==> config.mk <==
export PLATFORM = sky130hd
export DESIGN_NAME = risc16_instruction_predecoder_core_flat
export DESIGN_NICKNAME = d
export VERILOG_FILES = /design/src/design/r16pd_pkg.sv /design/src/design/r16pd_if.sv /design/src/design/r16pd_decode.sv /design/src/design/risc16_instruction_predecoder_core.sv /design/src/flat_wrapper.sv
export SDC_FILE = /design/constraint.sdc
export NUM_CORES = 1
export LEC_CHECK = 0
export BUFFER_PORTS_ARGS = -buffer_cell sky130_fd_sc_hd__clkbuf_2
export CAP_MARGIN = 20
export CORE_MARGIN = 10
export CORE_UTILIZATION = 55
export DETAILED_ROUTE_END_ITERATION = 6
export PLACE_DENSITY = 0.78
export SETUP_SLACK_MARGIN = 0.15
export SLEW_MARGIN = 20
export SYNTH_ARGS = -nofsm -noshare
export SYNTH_HDL_FRONTEND = slang
export SYNTH_HIERARCHICAL = 1
export SYNTH_SLANG_ARGS = --single-unit
==> constraint.sdc <==
create_clock -name clk -period 10.05 [get_ports clk]
set_input_delay 1.5075 -clock clk [delete_from_list [all_inputs] [get_ports clk]]
set_output_delay 1.5075 -clock clk [all_outputs]
set_load 0.05 [all_outputs]
==> src/design/r16pd_pkg.sv <==
// Package with types, codes and decode helpers of the 16-bit instruction predecoder.
`default_nettype none

package r16pd_pkg;

	localparam logic [15:0] BASE_RESET = 16'hC000;

	typedef enum logic [2:0] {
		KIND_ZERO   = 3'd0,
		KIND_ALIAS  = 3'd1,
		KIND_SINGLE = 3'd2,
		KIND_JUMP   = 3'd3,
		KIND_DOUBLE = 3'd4,
		KIND_DATA   = 3'd5,
		KIND_EXT    = 3'd6,
		KIND_REJECT = 3'd7
	} kind_t;

	// Mnemonic ids
	localparam logic [5:0] ID_JUMP0  = 6'd7;
	localparam logic [5:0] ID_DBL0   = 6'd11;
	localparam logic [5:0] ID_POP    = 6'd27;
	localparam logic [5:0] ID_BR     = 6'd28;
	localparam logic [5:0] ID_INC    = 6'd29;
	localparam logic [5:0] ID_INCD   = 6'd30;
	localparam logic [5:0] ID_RLA    = 6'd31;
	localparam logic [5:0] ID_ADC    = 6'd32;
	localparam logic [5:0] ID_RLC    = 6'd33;
	localparam logic [5:0] ID_SBC    = 6'd34;
	localparam logic [5:0] ID_DEC    = 6'd35;
	localparam logic [5:0] ID_DECD   = 6'd36;
	localparam logic [5:0] ID_TST    = 6'd37;
	localparam logic [5:0] ID_DADC   = 6'd38;
	localparam logic [5:0] ID_INV    = 6'd39;
	localparam logic [5:0] ID_ALIAS0 = 6'd40;

	// Opcodes of the two-operand group
	localparam logic [3:0] OP_MOV  = 4'd4;
	localparam logic [3:0] OP_ADD  = 4'd5;
	localparam logic [3:0] OP_ADDC = 4'd6;
	localparam logic [3:0] OP_SUBC = 4'd7;
	localparam logic [3:0] OP_SUB  = 4'd8;
	localparam logic [3:0] OP_CMP  = 4'd9;
	localparam logic [3:0] OP_DADD = 4'd10;
	localparam logic [3:0] OP_XOR  = 4'd14;

	// Single-operand opcodes with special handling
	localparam logic [2:0] SOP_RETI    = 3'd6;
	localparam logic [2:0] SOP_INVALID = 3'd7;

	localparam int unsigned ALIAS_COUNT = 10;
	localparam logic [15:0] ALIAS_WORDS [ALIAS_COUNT] = '{
		16'h4303, 16'hC232, 16'hD232, 16'hC312, 16'hC222,
		16'hC322, 16'hD312, 16'hD222, 16'hD322, 16'h4130
	};

	typedef struct packed {
		logic [15:0] word_address;
		kind_t       word_kind;
		logic [5:0]  mnemonic_id;
		logic        byte_flag;
		logic [3:0]  source_register;
		logic [1:0]  source_mode;
		logic [3:0]  dest_register;
		logic [1:0]  dest_mode;
		logic [1:0]  extension_count;
		logic [15:0] jump_target;
		logic [15:0] passed_word;
	} result_t;

	// One extension word for indexed, absolute, symbolic and immediate operands
	function automatic logic ext_needed(input logic [3:0] rg, input logic [1:0] md);
		logic need;
		if (rg == 4'd3)
			need = 1'b0;
		else if (rg == 4'd0)
			need = (md == 2'd1) || (md == 2'd3);
		else
			need = (md == 2'd1);
		return need;
	endfunction

	// Mnemonic of a two-operand word, emulated forms included
	function automatic logic [5:0] double_id(input logic [3:0] op, input logic [3:0] sr,
			input logic [1:0] sm, input logic [3:0] dr, input logic dm);
		logic       c3;
		logic       same;
		logic [5:0] id;
		c3   = (sr == 4'd3);
		same = (sr == dr) && (sm == {1'b0, dm});
		id   = ID_DBL0 + {2'b00, op};
		case (op)
			OP_MOV: begin
				if (sr == 4'd1 && sm == 2'd3) id = ID_POP;
				else if (dr == 4'd0) id = ID_BR;
			end
			OP_ADD: begin
				if (c3) begin
					if (sm == 2'd1) id = ID_INC;
					else if (sm == 2'd2) id = ID_INCD;
				end else if (same) begin
					id = ID_RLA;
				end
			end
			OP_ADDC: begin
				if (c3 && sm == 2'd0) id = ID_ADC;
				else if (same) id = ID_RLC;
			end
			OP_SUBC: begin
				if (c3 && sm == 2'd0) id = ID_SBC;
			end
			OP_SUB: begin
				if (c3 && sm == 2'd1) id = ID_DEC;
				else if (c3 && sm == 2'd2) id = ID_DECD;
			end
			OP_CMP: begin
				if (c3 && sm == 2'd0) id = ID_TST;
			end
			OP_DADD: begin
				if (c3 && sm == 2'd0) id = ID_DADC;
			end
			OP_XOR: begin
				if (c3 && sm == 2'd3) id = ID_INV;
			end
			default: begin
				id = ID_DBL0 + {2'b00, op};
			end
		endcase
		return id;
	endfunction

endpackage

`default_nettype wire

==> src/design/r16pd_if.sv <==
// Valid/ready channel interfaces for code words and decode results.
`default_nettype none

interface r16pd_code_if;
	logic        valid;
	logic        ready;
	logic [15:0] code_word;
	logic        image_start;

	modport source (output valid, output code_word, output image_start, input ready);
	modport sink (input valid, input code_word, input image_start, output ready);
endinterface

interface r16pd_result_if;
	logic        valid;
	logic        ready;
	logic [15:0] word_address;
	logic [2:0]  word_kind;
	logic [5:0]  mnemonic_id;
	logic        byte_flag;
	logic [3:0]  source_register;
	logic [1:0]  source_mode;
	logic [3:0]  dest_register;
	logic [1:0]  dest_mode;
	logic [1:0]  extension_count;
	logic [15:0] jump_target;
	logic [15:0] passed_word;

	modport source (output valid, output word_address, output word_kind, output mnemonic_id,
		output byte_flag, output source_register, output source_mode, output dest_register,
		output dest_mode, output extension_count, output jump_target, output passed_word,
		input ready);
	modport sink (input valid, input word_address, input word_kind, input mnemonic_id,
		input byte_flag, input source_register, input source_mode, input dest_register,
		input dest_mode, input extension_count, input jump_target, input passed_word,
		output ready);
endinterface

`default_nettype wire

==> src/design/r16pd_decode.sv <==
// Combinational classify and field decode of one code word.
`default_nettype none

module r16pd_decode (
	input  wire logic [15:0]       word,
	input  wire logic              image_start,
	input  wire logic [15:0]       base_address,
	input  wire logic [15:0]       cur_address,
	input  wire logic [1:0]        cur_pending,
	output r16pd_pkg::result_t     result,
	output logic [1:0]             next_pending
);

	logic [15:0] addr;
	logic [1:0]  pend;
	logic        is_single;
	logic        is_jump;
	logic        is_double;
	logic        alias_hit;
	logic [3:0]  alias_idx;
	logic [2:0]  sop;
	logic        s_ext;
	logic        d_ext;
	logic [15:0] jump_disp;

	// Restart the image where requested
	assign addr = image_start ? base_address : cur_address;
	assign pend = image_start ? 2'd0 : cur_pending;

	assign is_single = (word[15:10] == 6'b000100);
	assign is_jump   = (word[15:13] == 3'b001);
	assign is_double = (word[15:14] != 2'b00);
	assign sop       = word[9:7];
	assign jump_disp = {{5{word[9]}}, word[9:0], 1'b0};

	// Match the whole-word aliases
	always_comb begin
		alias_hit = 1'b0;
		alias_idx = 4'd0;
		for (int i = 0; i < r16pd_pkg::ALIAS_COUNT; i++) begin
			if (word == r16pd_pkg::ALIAS_WORDS[i]) begin
				alias_hit = 1'b1;
				alias_idx = 4'(i);
			end
		end
	end

	// Classify the word and pick its fields
	always_comb begin
		result              = '0;
		result.word_address = addr;
		result.passed_word  = word;
		result.word_kind    = r16pd_pkg::KIND_DATA;
		next_pending        = 2'd0;
		s_ext               = 1'b0;
		d_ext               = 1'b0;
		if (pend != 2'd0) begin
			result.word_kind = r16pd_pkg::KIND_EXT;
			next_pending     = pend - 2'd1;
		end else if (word == 16'd0) begin
			result.word_kind = r16pd_pkg::KIND_ZERO;
		end else if (is_single) begin
			result.byte_flag     = word[6];
			result.dest_mode     = word[5:4];
			result.dest_register = word[3:0];
			d_ext                = r16pd_pkg::ext_needed(word[3:0], word[5:4]);
			result.extension_count = {1'b0, d_ext};
			next_pending         = {1'b0, d_ext};
			if (sop == r16pd_pkg::SOP_INVALID
					|| (word[6] && (sop[0] || sop == r16pd_pkg::SOP_RETI))) begin
				result.word_kind = r16pd_pkg::KIND_REJECT;
			end else begin
				result.word_kind   = r16pd_pkg::KIND_SINGLE;
				result.mnemonic_id = {3'b000, sop};
			end
		end else if (is_jump) begin
			result.word_kind   = r16pd_pkg::KIND_JUMP;
			result.mnemonic_id = r16pd_pkg::ID_JUMP0 + {3'b000, word[12:10]};
			result.jump_target = addr + jump_disp + 16'd2;
		end else if (is_double) begin
			result.source_register = word[11:8];
			result.dest_mode       = {1'b0, word[7]};
			result.byte_flag       = word[6];
			result.source_mode     = word[5:4];
			result.dest_register   = word[3:0];
			if (alias_hit) begin
				result.word_kind   = r16pd_pkg::KIND_ALIAS;
				result.mnemonic_id = r16pd_pkg::ID_ALIAS0 + {2'b00, alias_idx};
			end else begin
				s_ext = r16pd_pkg::ext_needed(word[11:8], word[5:4]);
				d_ext = r16pd_pkg::ext_needed(word[3:0], {1'b0, word[7]});
				result.word_kind       = r16pd_pkg::KIND_DOUBLE;
				result.mnemonic_id     = r16pd_pkg::double_id(word[15:12], word[11:8],
					word[5:4], word[3:0], word[7]);
				result.extension_count = {1'b0, s_ext} + {1'b0, d_ext};
				next_pending           = {1'b0, s_ext} + {1'b0, d_ext};
			end
		end
	end

endmodule

`default_nettype wire

==> src/design/risc16_instruction_predecoder_core.sv <==
// Top level of the 16-bit instruction predecoder.
//
// Usage:
//   code   : valid/ready request channel, one code word per request with an
//            image_start flag that restarts at the base address and drops any
//            pending extension words before the word is decoded.
//   result : valid/ready request channel, one decode result per code word,
//            in order.
//   cfg_wr_en / cfg_wr_data : write the base address; write only while idle.
// Path: an accepted word passes through the input register, then the decode
//   logic, then the result register, before it appears on result.
// Throughput: one word per cycle while result.ready does not stall; the decode
//   of a word and the address and pending-extension update fit in one stage.
// Reset: clears both stages, sets the base and running address to 0xC000 and
//   the pending-extension count to zero.
// Stall: with result.ready low the result register holds, the input register
//   fills, and code.ready drops once both are full; nothing is lost.
`default_nettype none

module risc16_instruction_predecoder_core (
	input  wire logic         clk,
	input  wire logic         arst_n,
	r16pd_code_if.sink        code,
	r16pd_result_if.source    result,
	input  wire logic         cfg_wr_en,
	input  wire logic [15:0]  cfg_wr_data
);

	logic [15:0]          base_q;
	logic [15:0]          addr_q;
	logic [1:0]           pend_q;
	logic                 valid_s1;
	logic [15:0]          word_s1;
	logic                 start_s1;
	logic                 valid_s2;
	r16pd_pkg::result_t   res_s2;
	r16pd_pkg::result_t   dec_res;
	logic [1:0]           dec_pend;
	logic                 s2_free;
	logic                 advance;

	// Handshake: move stage 1 into stage 2 whenever stage 2 can take it
	assign s2_free    = !valid_s2 || result.ready;
	assign advance    = valid_s1 && s2_free;
	assign code.ready = !valid_s1 || advance;

	// Hold the base address
	always_ff @(posedge clk or negedge arst_n) begin
		if (!arst_n) begin
			base_q <= r16pd_pkg::BASE_RESET;
		end else if (cfg_wr_en) begin
			base_q <= cfg_wr_data;
		end
	end

	// Input stage control
	always_ff @(posedge clk or negedge arst_n) begin
		if (!arst_n) begin
			valid_s1 <= 1'b0;
		end else if (code.ready) begin
			valid_s1 <= code.valid;
		end
	end

	// Input stage payload
	always_ff @(posedge clk) begin
		if (code.ready && code.valid) begin
			word_s1  <= code.code_word;
			start_s1 <= code.image_start;
		end
	end

	r16pd_decode u_decode (
		.word         (word_s1),
		.image_start  (start_s1),
		.base_address (base_q),
		.cur_address  (addr_q),
		.cur_pending  (pend_q),
		.result       (dec_res),
		.next_pending (dec_pend)
	);

	// Advance the running address and pending count per decoded word
	always_ff @(posedge clk or negedge arst_n) begin
		if (!arst_n) begin
			addr_q <= r16pd_pkg::BASE_RESET;
			pend_q <= 2'd0;
		end else if (advance) begin
			addr_q <= dec_res.word_address + 16'd2;
			pend_q <= dec_pend;
		end
	end

	// Result stage control
	always_ff @(posedge clk or negedge arst_n) begin
		if (!arst_n) begin
			valid_s2 <= 1'b0;
		end else if (s2_free) begin
			valid_s2 <= valid_s1;
		end
	end

	// Result stage payload
	always_ff @(posedge clk) begin
		if (advance) begin
			res_s2 <= dec_res;
		end
	end

	assign result.valid           = valid_s2;
	assign result.word_address    = res_s2.word_address;
	assign result.word_kind       = res_s2.word_kind;
	assign result.mnemonic_id     = res_s2.mnemonic_id;
	assign result.byte_flag       = res_s2.byte_flag;
	assign result.source_register = res_s2.source_register;
	assign result.source_mode     = res_s2.source_mode;
	assign result.dest_register   = res_s2.dest_register;
	assign result.dest_mode       = res_s2.dest_mode;
	assign result.extension_count = res_s2.extension_count;
	assign result.jump_target     = res_s2.jump_target;
	assign result.passed_word     = res_s2.passed_word;

endmodule

`default_nettype wire

==> src/flat_wrapper.sv <==
// flat-port wrapper written by rule: the top's interface ports become plain ports
module risc16_instruction_predecoder_core_flat 
  (clk, arst_n, cfg_wr_en, cfg_wr_data, code_valid, code_code_word, code_image_start, code_ready, result_valid, result_word_address, result_word_kind, result_mnemonic_id, result_byte_flag, result_source_register, result_source_mode, result_dest_register, result_dest_mode, result_extension_count, result_jump_target, result_passed_word, result_ready);
  r16pd_code_if code_i ();
  r16pd_result_if result_i ();
  input  wire logic clk;
  input  wire logic arst_n;
  input  wire logic cfg_wr_en;
  input  wire logic [15:0] cfg_wr_data;
  input wire logic [$bits(code_i.valid)-1:0] code_valid;
  input wire logic [$bits(code_i.code_word)-1:0] code_code_word;
  input wire logic [$bits(code_i.image_start)-1:0] code_image_start;
  output wire logic [$bits(code_i.ready)-1:0] code_ready;
  output wire logic [$bits(result_i.valid)-1:0] result_valid;
  output wire logic [$bits(result_i.word_address)-1:0] result_word_address;
  output wire logic [$bits(result_i.word_kind)-1:0] result_word_kind;
  output wire logic [$bits(result_i.mnemonic_id)-1:0] result_mnemonic_id;
  output wire logic [$bits(result_i.byte_flag)-1:0] result_byte_flag;
  output wire logic [$bits(result_i.source_register)-1:0] result_source_register;
  output wire logic [$bits(result_i.source_mode)-1:0] result_source_mode;
  output wire logic [$bits(result_i.dest_register)-1:0] result_dest_register;
  output wire logic [$bits(result_i.dest_mode)-1:0] result_dest_mode;
  output wire logic [$bits(result_i.extension_count)-1:0] result_extension_count;
  output wire logic [$bits(result_i.jump_target)-1:0] result_jump_target;
  output wire logic [$bits(result_i.passed_word)-1:0] result_passed_word;
  input wire logic [$bits(result_i.ready)-1:0] result_ready;
  assign code_i.valid = code_valid;
  assign code_i.code_word = code_code_word;
  assign code_i.image_start = code_image_start;
  assign code_ready = code_i.ready;
  assign result_valid = result_i.valid;
  assign result_word_address = result_i.word_address;
  assign result_word_kind = result_i.word_kind;
  assign result_mnemonic_id = result_i.mnemonic_id;
  assign result_byte_flag = result_i.byte_flag;
  assign result_source_register = result_i.source_register;
  assign result_source_mode = result_i.source_mode;
  assign result_dest_register = result_i.dest_register;
  assign result_dest_mode = result_i.dest_mode;
  assign result_extension_count = result_i.extension_count;
  assign result_jump_target = result_i.jump_target;
  assign result_passed_word = result_i.passed_word;
  assign result_i.ready = result_ready;
  risc16_instruction_predecoder_core u_core (.clk(clk), .arst_n(arst_n), .code(code_i), .result(result_i), .cfg_wr_en(cfg_wr_en), .cfg_wr_data(cfg_wr_data));
endmodule
Word level (Yosys, flattened, before mapping)

Cells that the tools add are included.

Memory bits (writable): 0
Latch bits: 0
Memories kept: 0
Bits in read-only memories: 0
Word-level logic and storage cells: 153
Flip-flop bits (word level): 125

Reductions and logical operators: 25
$lt $le $gt $ge: 0
Muxes and demuxes: 68
Eq/ne operators: 30
Multipliers: 0
Shifts and indexed selects: 0
Add/subtract/negate cells: 8
Div/mod/pow operators: 0
Bitwise logic cells: 2

Operator list:

| kind                                                                     | number |
|---|---|
| 16-bit equality test (second input constant)                             | 8 |
| 6-bit two-way mux                                                        | 9 |
| 6-bit case mux with 8 select lines                                       | 1 |
| 16-bit by 2-bit adder with 16-bit output (second input constant)         | 2 |
| 16-bit by 15-bit equality test with 1-bit output (second input constant) | 2 |
| 1-bit two-way mux                                                        | 28 |
| 5-bit two-way mux                                                        | 5 |
| 24-bit two-way mux                                                       | 1 |
| 4-bit two-way mux                                                        | 6 |
| 2-bit two-way mux                                                        | 9 |
| 9-bit two-way mux                                                        | 2 |
| 16-bit adder                                                             | 1 |
| 4-bit by 3-bit equality test with 1-bit output (second input constant)   | 4 |
| 4-bit equality test (second input constant)                              | 4 |
| 16-bit zero test                                                         | 1 |
| 16-bit two-way mux                                                       | 1 |
| 15-bit two-way mux                                                       | 1 |
| 10-bit two-way mux                                                       | 1 |
| 1-bit logical AND                                                        | 9 |
| 3-bit two-way mux                                                        | 3 |
| 4-bit by 2-bit equality test with 1-bit output (second input constant)   | 2 |
| 4-bit zero test                                                          | 2 |
| 8-bit two-way mux                                                        | 1 |
| 6-bit by 4-bit adder with 6-bit output (first input constant)            | 1 |
| 20 further kinds                                                         | 29 |

Logic depth before layout (Yosys ltp)

Gate-level depths: netlist of run 1.

Depth after elaboration: 24
Mapped depth: 13
Gate-level depth less buffers: 11

Modules after synthesis

Netlist of run 1, hierarchy kept.

Modules (own cells, without submodules):

| module                             | cells an instance | times used | sequential area each (um^2) | area an instance (um^2) |
|---|---|---|---|---|
| risc16_instruction_predecoder_core | 222               | 1          | 3578.4                      | 4302.9 |
| r16pd_decode                       | 415               | 1          | 0.0                         | 2786.4 |

Worst setup path after synthesis of run 1

Ideal clock, no wire load.

Path kind: input to register
From: input result_ready
To: register u_core.res_s2 (netlist bit u_core/result.byte_flag), enable pin
Path slack: 6.253 ns
Stages on the path: 4
Required time: 9.624 ns
Arrival: 3.371 ns
Cells stage by stage: nand2b_1 nand2_1 clkbuf_1 inv_1

Cells in the longest elaborated chain, start to end: 2

Ends and longest elaborated chain:

| what                   | RTL line                                  | text |
|---|---|---|
| start: declaration     | flat_wrapper.sv:26                        | `input wire logic [$bits(result_i.ready)-1:0] result_ready;` |
| 1-bit logical OR       | risc16_instruction_predecoder_core.sv:43  | `assign s2_free = !valid_s2 \|\| result.ready;` |
| 1-bit logical AND      | risc16_instruction_predecoder_core.sv:44  | `assign advance = valid_s1 && s2_free;` |
| net u_core.advance     | risc16_instruction_predecoder_core.sv:40  | `logic advance;` |
| end signal: assignment | risc16_instruction_predecoder_core.sv:106 | `res_s2 <= dec_res;` |
| end: declaration       | risc16_instruction_predecoder_core.sv:36  | `r16pd_pkg::result_t res_s2;` |

The timed path passes the listed nets, and every way through them passes these cells.
A chain may end at the register's enable or synchronous reset.

==> summary.txt, run 1 <==
STA
  • Hold violation total from the final report: 0
  • RSZ-0062 raised after global routing: no
  • Final setup TNS: 0 ns
  • Tcrit/Tclk final: 39.7%
  • Setup Viol. Count Final: 0
  • Final min period: 3.99 ns
  • Slew Limit Fails: 0
  • Clk_skew: 0.00981 ns
  • Least-Margin Pin Slew: 1.01 ns
  • Fmax: 250 MHz
  • Max_slew headroom: 32.4%

Routing
  • Vias per cell: 6.16
  • Routed Antenna Nets: 0
  • WL/cell: 21.5 um
  • Initial DRC count: 624
  • Vias: 5609
  • Router iterations before antenna repair: 5
  • Routed wire length: 19600 um
  • Remaining DRCs: 0

Logic synthesis
  • Unique masters post-synth: 78
  • Most frequent cell after synthesis: edfxtp_1
  • Yosys top cell area share: 37.7%
  • Mean Syn Cell Area: 11.1 sq um
  • Top_reg_cell synth: edfxtp_1
  • Syn_nets: 712
  • Sequential share of the synthesized area: 50.5%
  • Number of enable flip-flop cells after synthesis: 89
  • Top post-synthesis cells by count: 89 x edfxtp_1, 49 x nand2_1, 41 x nor2_1
  • Cell count after synthesis: 637
  • Synth area leaders: edfxtp_1 38%, dfrtp_1 11%, ha_1 6.4%
  • Seq cells post-synth: 125
  • YS warnings: 6
  • Yosys top cell by area: edfxtp_1
  • Post-synthesis async set-or-reset flop share: 28.8%
  • Netlist Area Pre-Place: 7090 sq um

Place
  • Placed cell areas: 7650 sq um
  • PortBufs: 111
  • Placer congestion estimate: 0.936
  • Post-DP HPWL: 14000 um

Floorplanning
  • Die height: 134 um
  • Die Span X: 134 um
  • # IOs: 112
  • CORE AREA: 12600 sq um
  • Die Area: 17800 sq um
  • Cell Rows: 41
  • Initial Util: 56.2%

Power and ir drop
  • Pint: 1.16 mW
  • Part of the power in registers: 38.2%
  • Clock Power Share: 33.0%
  • VDD IR max: 0.146 mV
  • Leak Pwr: 3.35 nW
  • Gate power share: 28.8%
  • NetSw: 0.619 mW
  • PD cells: 216 nW/um^2
  • Sw frac: 34.8%

Hold path
  • Hold Crit Class: reg -> reg

Final layout
  • Share of layout cells above drive strength 1: 27.8%
  • Fillers: 1011
  • Number of diodes: 0
  • Area Overhead vs Synth: 15.9%
  • Final instance area: 8220 sq um
  • Layout net count: 800

Clock tree
  • CTS clk-pin slew, worst paths: 0.06 ns
  • Total setup buffers inserted after CTS: 0
  • Largest buffer count on any clock path: 2
  • Hold-fix buffers, CTS: 0
  • Worst-skew pair later-pin latency: 0.43 ns
  • Sink Count: 125
  • Htree depth: 4
  • CTS tree: built
  • CTS Buf Count: 17
  • Cts repair resizes: 0
  • Root buffer cell: clkbuf_16

Worst setup path
  • Setup Crit Path Kind: reg -> reg
  • Worst EP arrival: 4.16 ns
  • CP Launch Type: flop
  • Crit path largest cell delay: 0.90 ns
  • CP endpoint kind: flop
  • Critical-path top delay cell: edfxtp_1
  • Crit Path Max Fanout: 19
  • Critical-path cell list: mux2_2 -> ha_1 -> ha_1 -> fa_1 -> a211oi_1 -> o21ai_0 -> a311oi_1 -> o21ai_0 -> xnor2_1 -> nor2_1
  • Worst EP required: 10.22 ns

Run
  • Total of max-cap violations: 0

GRT
  • Largest net degree at the start of global routing: 43
  • Vias in the first global route: 5440
  • Antenna violations before repair: 0
  • First-pass GRT wire length: 30500 um
  • Remaining Overflow, GRT: 0
  • Total GRT Usage: 21.6%

Status
  • Outcome: finished, final reports clean
-- layout make-up --
| cell class | instances | area, sq um | area share (%) |
|---|---|---|---|
| Clock buffer | 25 | 518 | 6.30 |
| Timing Repair Buffer | 116 | 593 | 7.22 |
| Multi-Input combinational cell | 450 | 3210 | 39.0 |
| Inverter | 15 | 56.3 | 0.685 |
| Sequential cell | 125 | 3580 | 43.5 |
| Clock inverter | 7 | 51.3 | 0.624 |
| Tap cell | 172 | 215 | 2.62 |
-- cell families after synthesis --
family | Yosys count | share of synthesized area, %
compound gates | 123 | 11.3
mux | 36 | 5.68
xor+xnor | 32 | 3.95
buf+inv | 62 | 4.29
flops | 125 | 50.5
fa+ha+maj | 38 | 6.78
simple gates | 221 | 17.5
-- critical path: cells and delay by family, from the launching register on --
kind / cells / cell delay [ns]
multiplexers: 1 / 0.49
flip-flops: 1 / 0.90
AO/OA/AOI/OAI: 4 / 1.15
AND/OR/NAND/NOR: 1 / 0.05
XOR/XNOR: 1 / 0.18
adder cells (fa/ha/maj): 3 / 0.96
-- metal layers --
layer	up-vias	GRT usage [%]	wire length, um
met3	57	5.49	1260
met4	0	9.85	702
li1	2549	-	-
met5	-	0	0
met1	2738	25.6	7970
met2	265	36.2	9640
-- flip-flops by register name, summed over array words and instances, names as in the netlist, 3 cells and up --
signal	count
u_core/addr_q	16
u_core/base_q	16
u_core/result.jump_target	16
u_core/result.passed_word	16
u_core/result.word_address	16
u_core/word_s1	16
u_core/result.mnemonic_id	6
u_core/result.dest_register	4
u_core/result.source_register	4
u_core/result.word_kind	3
-- worst paths after layout --
| kind | cells past startpoint | to | slack (ns) | startpoint |
|---|---|---|---|---|
| setup / recovery | 10 | u_core/result.jump_target[14] | 6.06 | u_core/start_s1 |
| hold / removal | 2 | u_core/addr_q[14] | 0.47 | u_core/addr_q[14] |
| setup reg to reg | 10 | u_core/result.jump_target[14] | 6.06 | u_core/start_s1 |
| hold reg to reg | 2 | u_core/addr_q[14] | 0.47 | u_core/addr_q[14] |
| max in group asynchronous | 1 | u_core/addr_q[1] | 8.27 | arst_n |
| min in group asynchronous | 1 | u_core/base_q[4] | 1.20 | arst_n |
-- per-stage QoR --
stage	utilization [%]	hold WS [ns]	cells	setup slack [ns]	power, mW
after floorplan	-	0.446	637	6.25	1.06
after global placement	60.6	0.459	878	6.22	1.17
after detailed placement	60.6	0.463	878	6.16	1.19
after CTS	65.1	0.472	910	6.12	1.78
after global routing	65.1	0.503	910	5.83	1.85
final	65.1	0.470	910	6.06	1.78
-- cells in the final DEF (no fill, tap or decap), types with 5 or more instances in the layout --
cell | Yosys | routed
xnor2_1 | 14 | 14
a21oi_1 | 30 | 30
a221oi_1 | 5 | 5
nor2b_1 | 5 | 5
clkbuf_2 | 0 | 111
dfrtp_1 | 32 | 32
o21ai_0 | 19 | 19
nor2_1 | 41 | 41
ha_1 | 36 | 36
edfxtp_1 | 89 | 89
mux2_2 | 33 | 33
nand2_1 | 49 | 49
inv_1 | 15 | 14
buf_4 | 17 | 5
nand3_1 | 22 | 22
and3_1 | 10 | 10
a211oi_1 | 5 | 5
o21ai_1 | 7 | 7
o21a_1 | 5 | 5
xor2_1 | 18 | 18
and2_1 | 14 | 14
nor3_1 | 18 | 18
clkbuf_16 | 0 | 19
nand2b_1 | 7 | 7
a31oi_1 | 8 | 8
o22ai_1 | 6 | 6
nand4_1 | 10 | 10
or2_2 | 5 | 5
o31ai_1 | 5 | 5
-- power by group through the flow --
stage / sequential [mW] / combinational, mW / clock, mW
after CTS: 0.678 / 0.511 / 0.595
after floorplan: 0.783 / 0.280 / 0
after global routing: 0.686 / 0.552 / 0.615
final: 0.678 / 0.512 / 0.586
after detailed placement: 0.687 / 0.505 / 0
after global placement: 0.684 / 0.490 / 0
Power figures use the tool's default switching activity.
==> run 2: changes to the inputs <==
Clock period 10.05 ns to 4.05 ns, I/O delays scaled along.
==> summary.txt, run 2 (synthesized netlist as in run 1, its figures left out) <==
Status
  • Outcome: finished, final reports clean

Worst setup path
  • Cells on worst reg2reg path: 12 (+2)
  • CP endpoint kind: flop
  • R2R Setup Slk: 0.49 ns (-5.57 ns)
  • Critical-path cell list: buf_4 -> mux2i_1 -> ha_1 -> inv_1 -> ha_1 -> fa_1 -> a211oi_1 -> o21ai_0 -> a311oi_1 -> o21ai_0 -> xnor2_1 -> nor2_1
  • CP Launch Type: flop
  • Setup Crit Path Kind: reg -> reg
  • Crit path largest cell delay: 0.49 ns (-0.41 ns)
  • Crit Path Max Fanout: 13 (-6)
  • Worst EP arrival: 3.73 ns (-0.43 ns)
  • Worst EP required: 4.22 ns (-6.00 ns)
  • Worst R2R End: u_core/result.jump_target[14]
  • Critical-path top delay cell: edfxtp_1
  • R2r startpoint: u_core/start_s1

GRT
  • Total GRT Usage: 21.9% (+0.29 points)
  • Remaining Overflow, GRT: 0 (unchanged)
  • Antenna violations before repair: 0 (unchanged)
  • Largest net degree at the start of global routing: 39 (-9.3%)
  • First-pass GRT wire length: 31200 um (+2.2%)
  • Vias in the first global route: 5728 (+5.3%)

Power and ir drop
  • PD cells: 524 nW/um^2 (+140%)
  • Total power: 4.30 mW (+140%)
  • Leak Pwr: 3.34 nW (-0.23%)
  • VDD IR max: 0.325 mV (+120%)

Floorplanning
  • Die Span X: 134 um (unchanged)
  • CORE AREA: 12600 sq um (unchanged)
  • Die height: 134 um (unchanged)
  • # IOs: 112 (unchanged)
  • Die Area: 17800 sq um (unchanged)
  • Initial Util: 56.2% (unchanged)
  • Cell Rows: 41 (unchanged)

STA
  • Setup ws final: 0.490 ns (-5.57 ns)
  • Least-Margin Pin Slew: 1.02 ns (+0.00610 ns)
  • Fmax: 281 MHz (+12%)
  • Tcrit/Tclk final: 87.9% (+48 points)
  • Slew Limit Fails: 0 (unchanged)
  • Hold violation total from the final report: 0 (unchanged)
  • Setup Viol. Count Final: 0 (unchanged)
  • Clk_skew: 0.00919 ns (-0.000624 ns)
  • Final min period: 3.56 ns (-0.433 ns)
  • WHS: 0.311 ns (-0.158 ns)
  • Final setup TNS: 0 ns (unchanged)
  • Max_slew headroom: 32.0% (-0.41 points)
  • RSZ-0062 raised after global routing: no

Routing
  • Metal2 WL: 9840 um (+2.1%)
  • Routed Antenna Nets: 0 (unchanged)
  • Remaining DRCs: 0 (unchanged)
  • WL met3: 1480 um (+17%)
  • Initial DRC count: 663 (+6.3%)
  • Router iterations before antenna repair: 7 (+2)
  • Vias per cell: 6.21 (+0.82%)
  • Routed length on met1: 7800 um (-2.1%)
  • Vias: 5686 (+1.4%)
  • WL/cell: 21.5 um (about the same)
  • Uppermost layer routed: met4
  • Routed wire length: 19700 um (+0.48%)

Run
  • Total of max-cap violations: 0 (unchanged)

Place
  • PortBufs: 111 (unchanged)
  • Dpl cells: 883 (+0.57%)
  • Post-DP HPWL: 14300 um (+2.7%)
  • Worst slack at placement: 0.612 ns (-5.55 ns)
  • Placer congestion estimate: 0.978 (+4.5%)

Final layout
  • Commonest non-fill, non-tap cell in the layout: clkbuf_2
  • Area Overhead vs Synth: 15.8%
  • Number of diodes: 0 (unchanged)
  • Layout net count: 805 (+0.63%)
  • Most frequent cells in the layout: 111 x clkbuf_2, 89 x edfxtp_1, 49 x nand2_1
  • Fillers: 1000 (-1.1%)
  • Final cell count without fillers: 915 (+0.55%)
  • Share of layout cells above drive strength 1: 28.0% (+0.22 points)

Clock tree
  • CTS clk-pin slew, worst paths: 0.06 ns (about the same)
  • Htree depth: 4 (unchanged)
  • CTS Buf Count: 17 (unchanged)
  • Sink Count: 125 (unchanged)
  • Total setup buffers inserted after CTS: 0 (unchanged)
  • Largest buffer count on any clock path: 2 (unchanged)
  • Hold-fix buffers, CTS: 0 (unchanged)
  • Root buffer cell: clkbuf_16
  • CTS tree: built
  • Worst-skew pair later-pin latency: 0.42 ns (about the same)
  • Cts repair resizes: 0 (unchanged)

Hold path
  • Hold Crit Class: in -> async
[run 2: report_power, final]
part	total [mW]	switching, mW	internal [mW]
clock	1.32	0.548	0.772
combinational	1.30	0.891	0.412
sequential	1.68	0.0988	1.58
total	4.30	1.54	2.76
[run 2: how the worst max path moves through the flow]
stage	from	end	slack, ns
finish	u_core/start_s1	u_core/result.jump_target[14]	0.49
global route	u_core/start_s1	u_core/result.jump_target[14]	0.38
CTS	u_core/start_s1	u_core/result.jump_target[14]	0.60
detailed placement	u_core/start_s1	u_core/result.jump_target[14]	0.61
global placement	u_core/start_s1	u_core/result.jump_target[14]	0.72
floorplan	u_core/start_s1	u_core/result.jump_target[14]	0.64
[run 2: metal layers]
metal | up-vias | track usage, %
met3 | 47 | 4.85
met1 | 2771 | 25.8
met2 | 311 | 37.3
met5 | - | 0
met4 | 0 | 10.3
li1 | 2557 | -
[run 2: area by class of cell]
class	count	area [sq um]	share of cell area (%)
tap	172	215	2.62
clock inverter	12	72.6	0.884
sequential	125	3580	43.6
inverter	15	56.3	0.686
multi-input combinational	450	3210	39.1
timing repair buffer	121	643	7.83
clock buffer	20	437	5.32
[run 2: worst max-delay path, delay by kind of cell (launching register included)]
kind,cells,cell delay (ns)
compound gates,4,1.15
fa+ha+maj,3,0.86
flops,1,0.49
buf+inv,2,0.35
mux,1,0.26
xor+xnor,1,0.16
simple gates,1,0.06
[run 2: per-stage QoR]
step | utilization, % | cell area [sq um]
2_1_floorplan | - | 7090
3_5_place_dp | 61.0 | 7700
3_3_place_gp | 61.0 | 7700
6_report | 65.1 | 8210
5_1_grt | 65.1 | 8210
4_1_cts | 65.1 | 8210
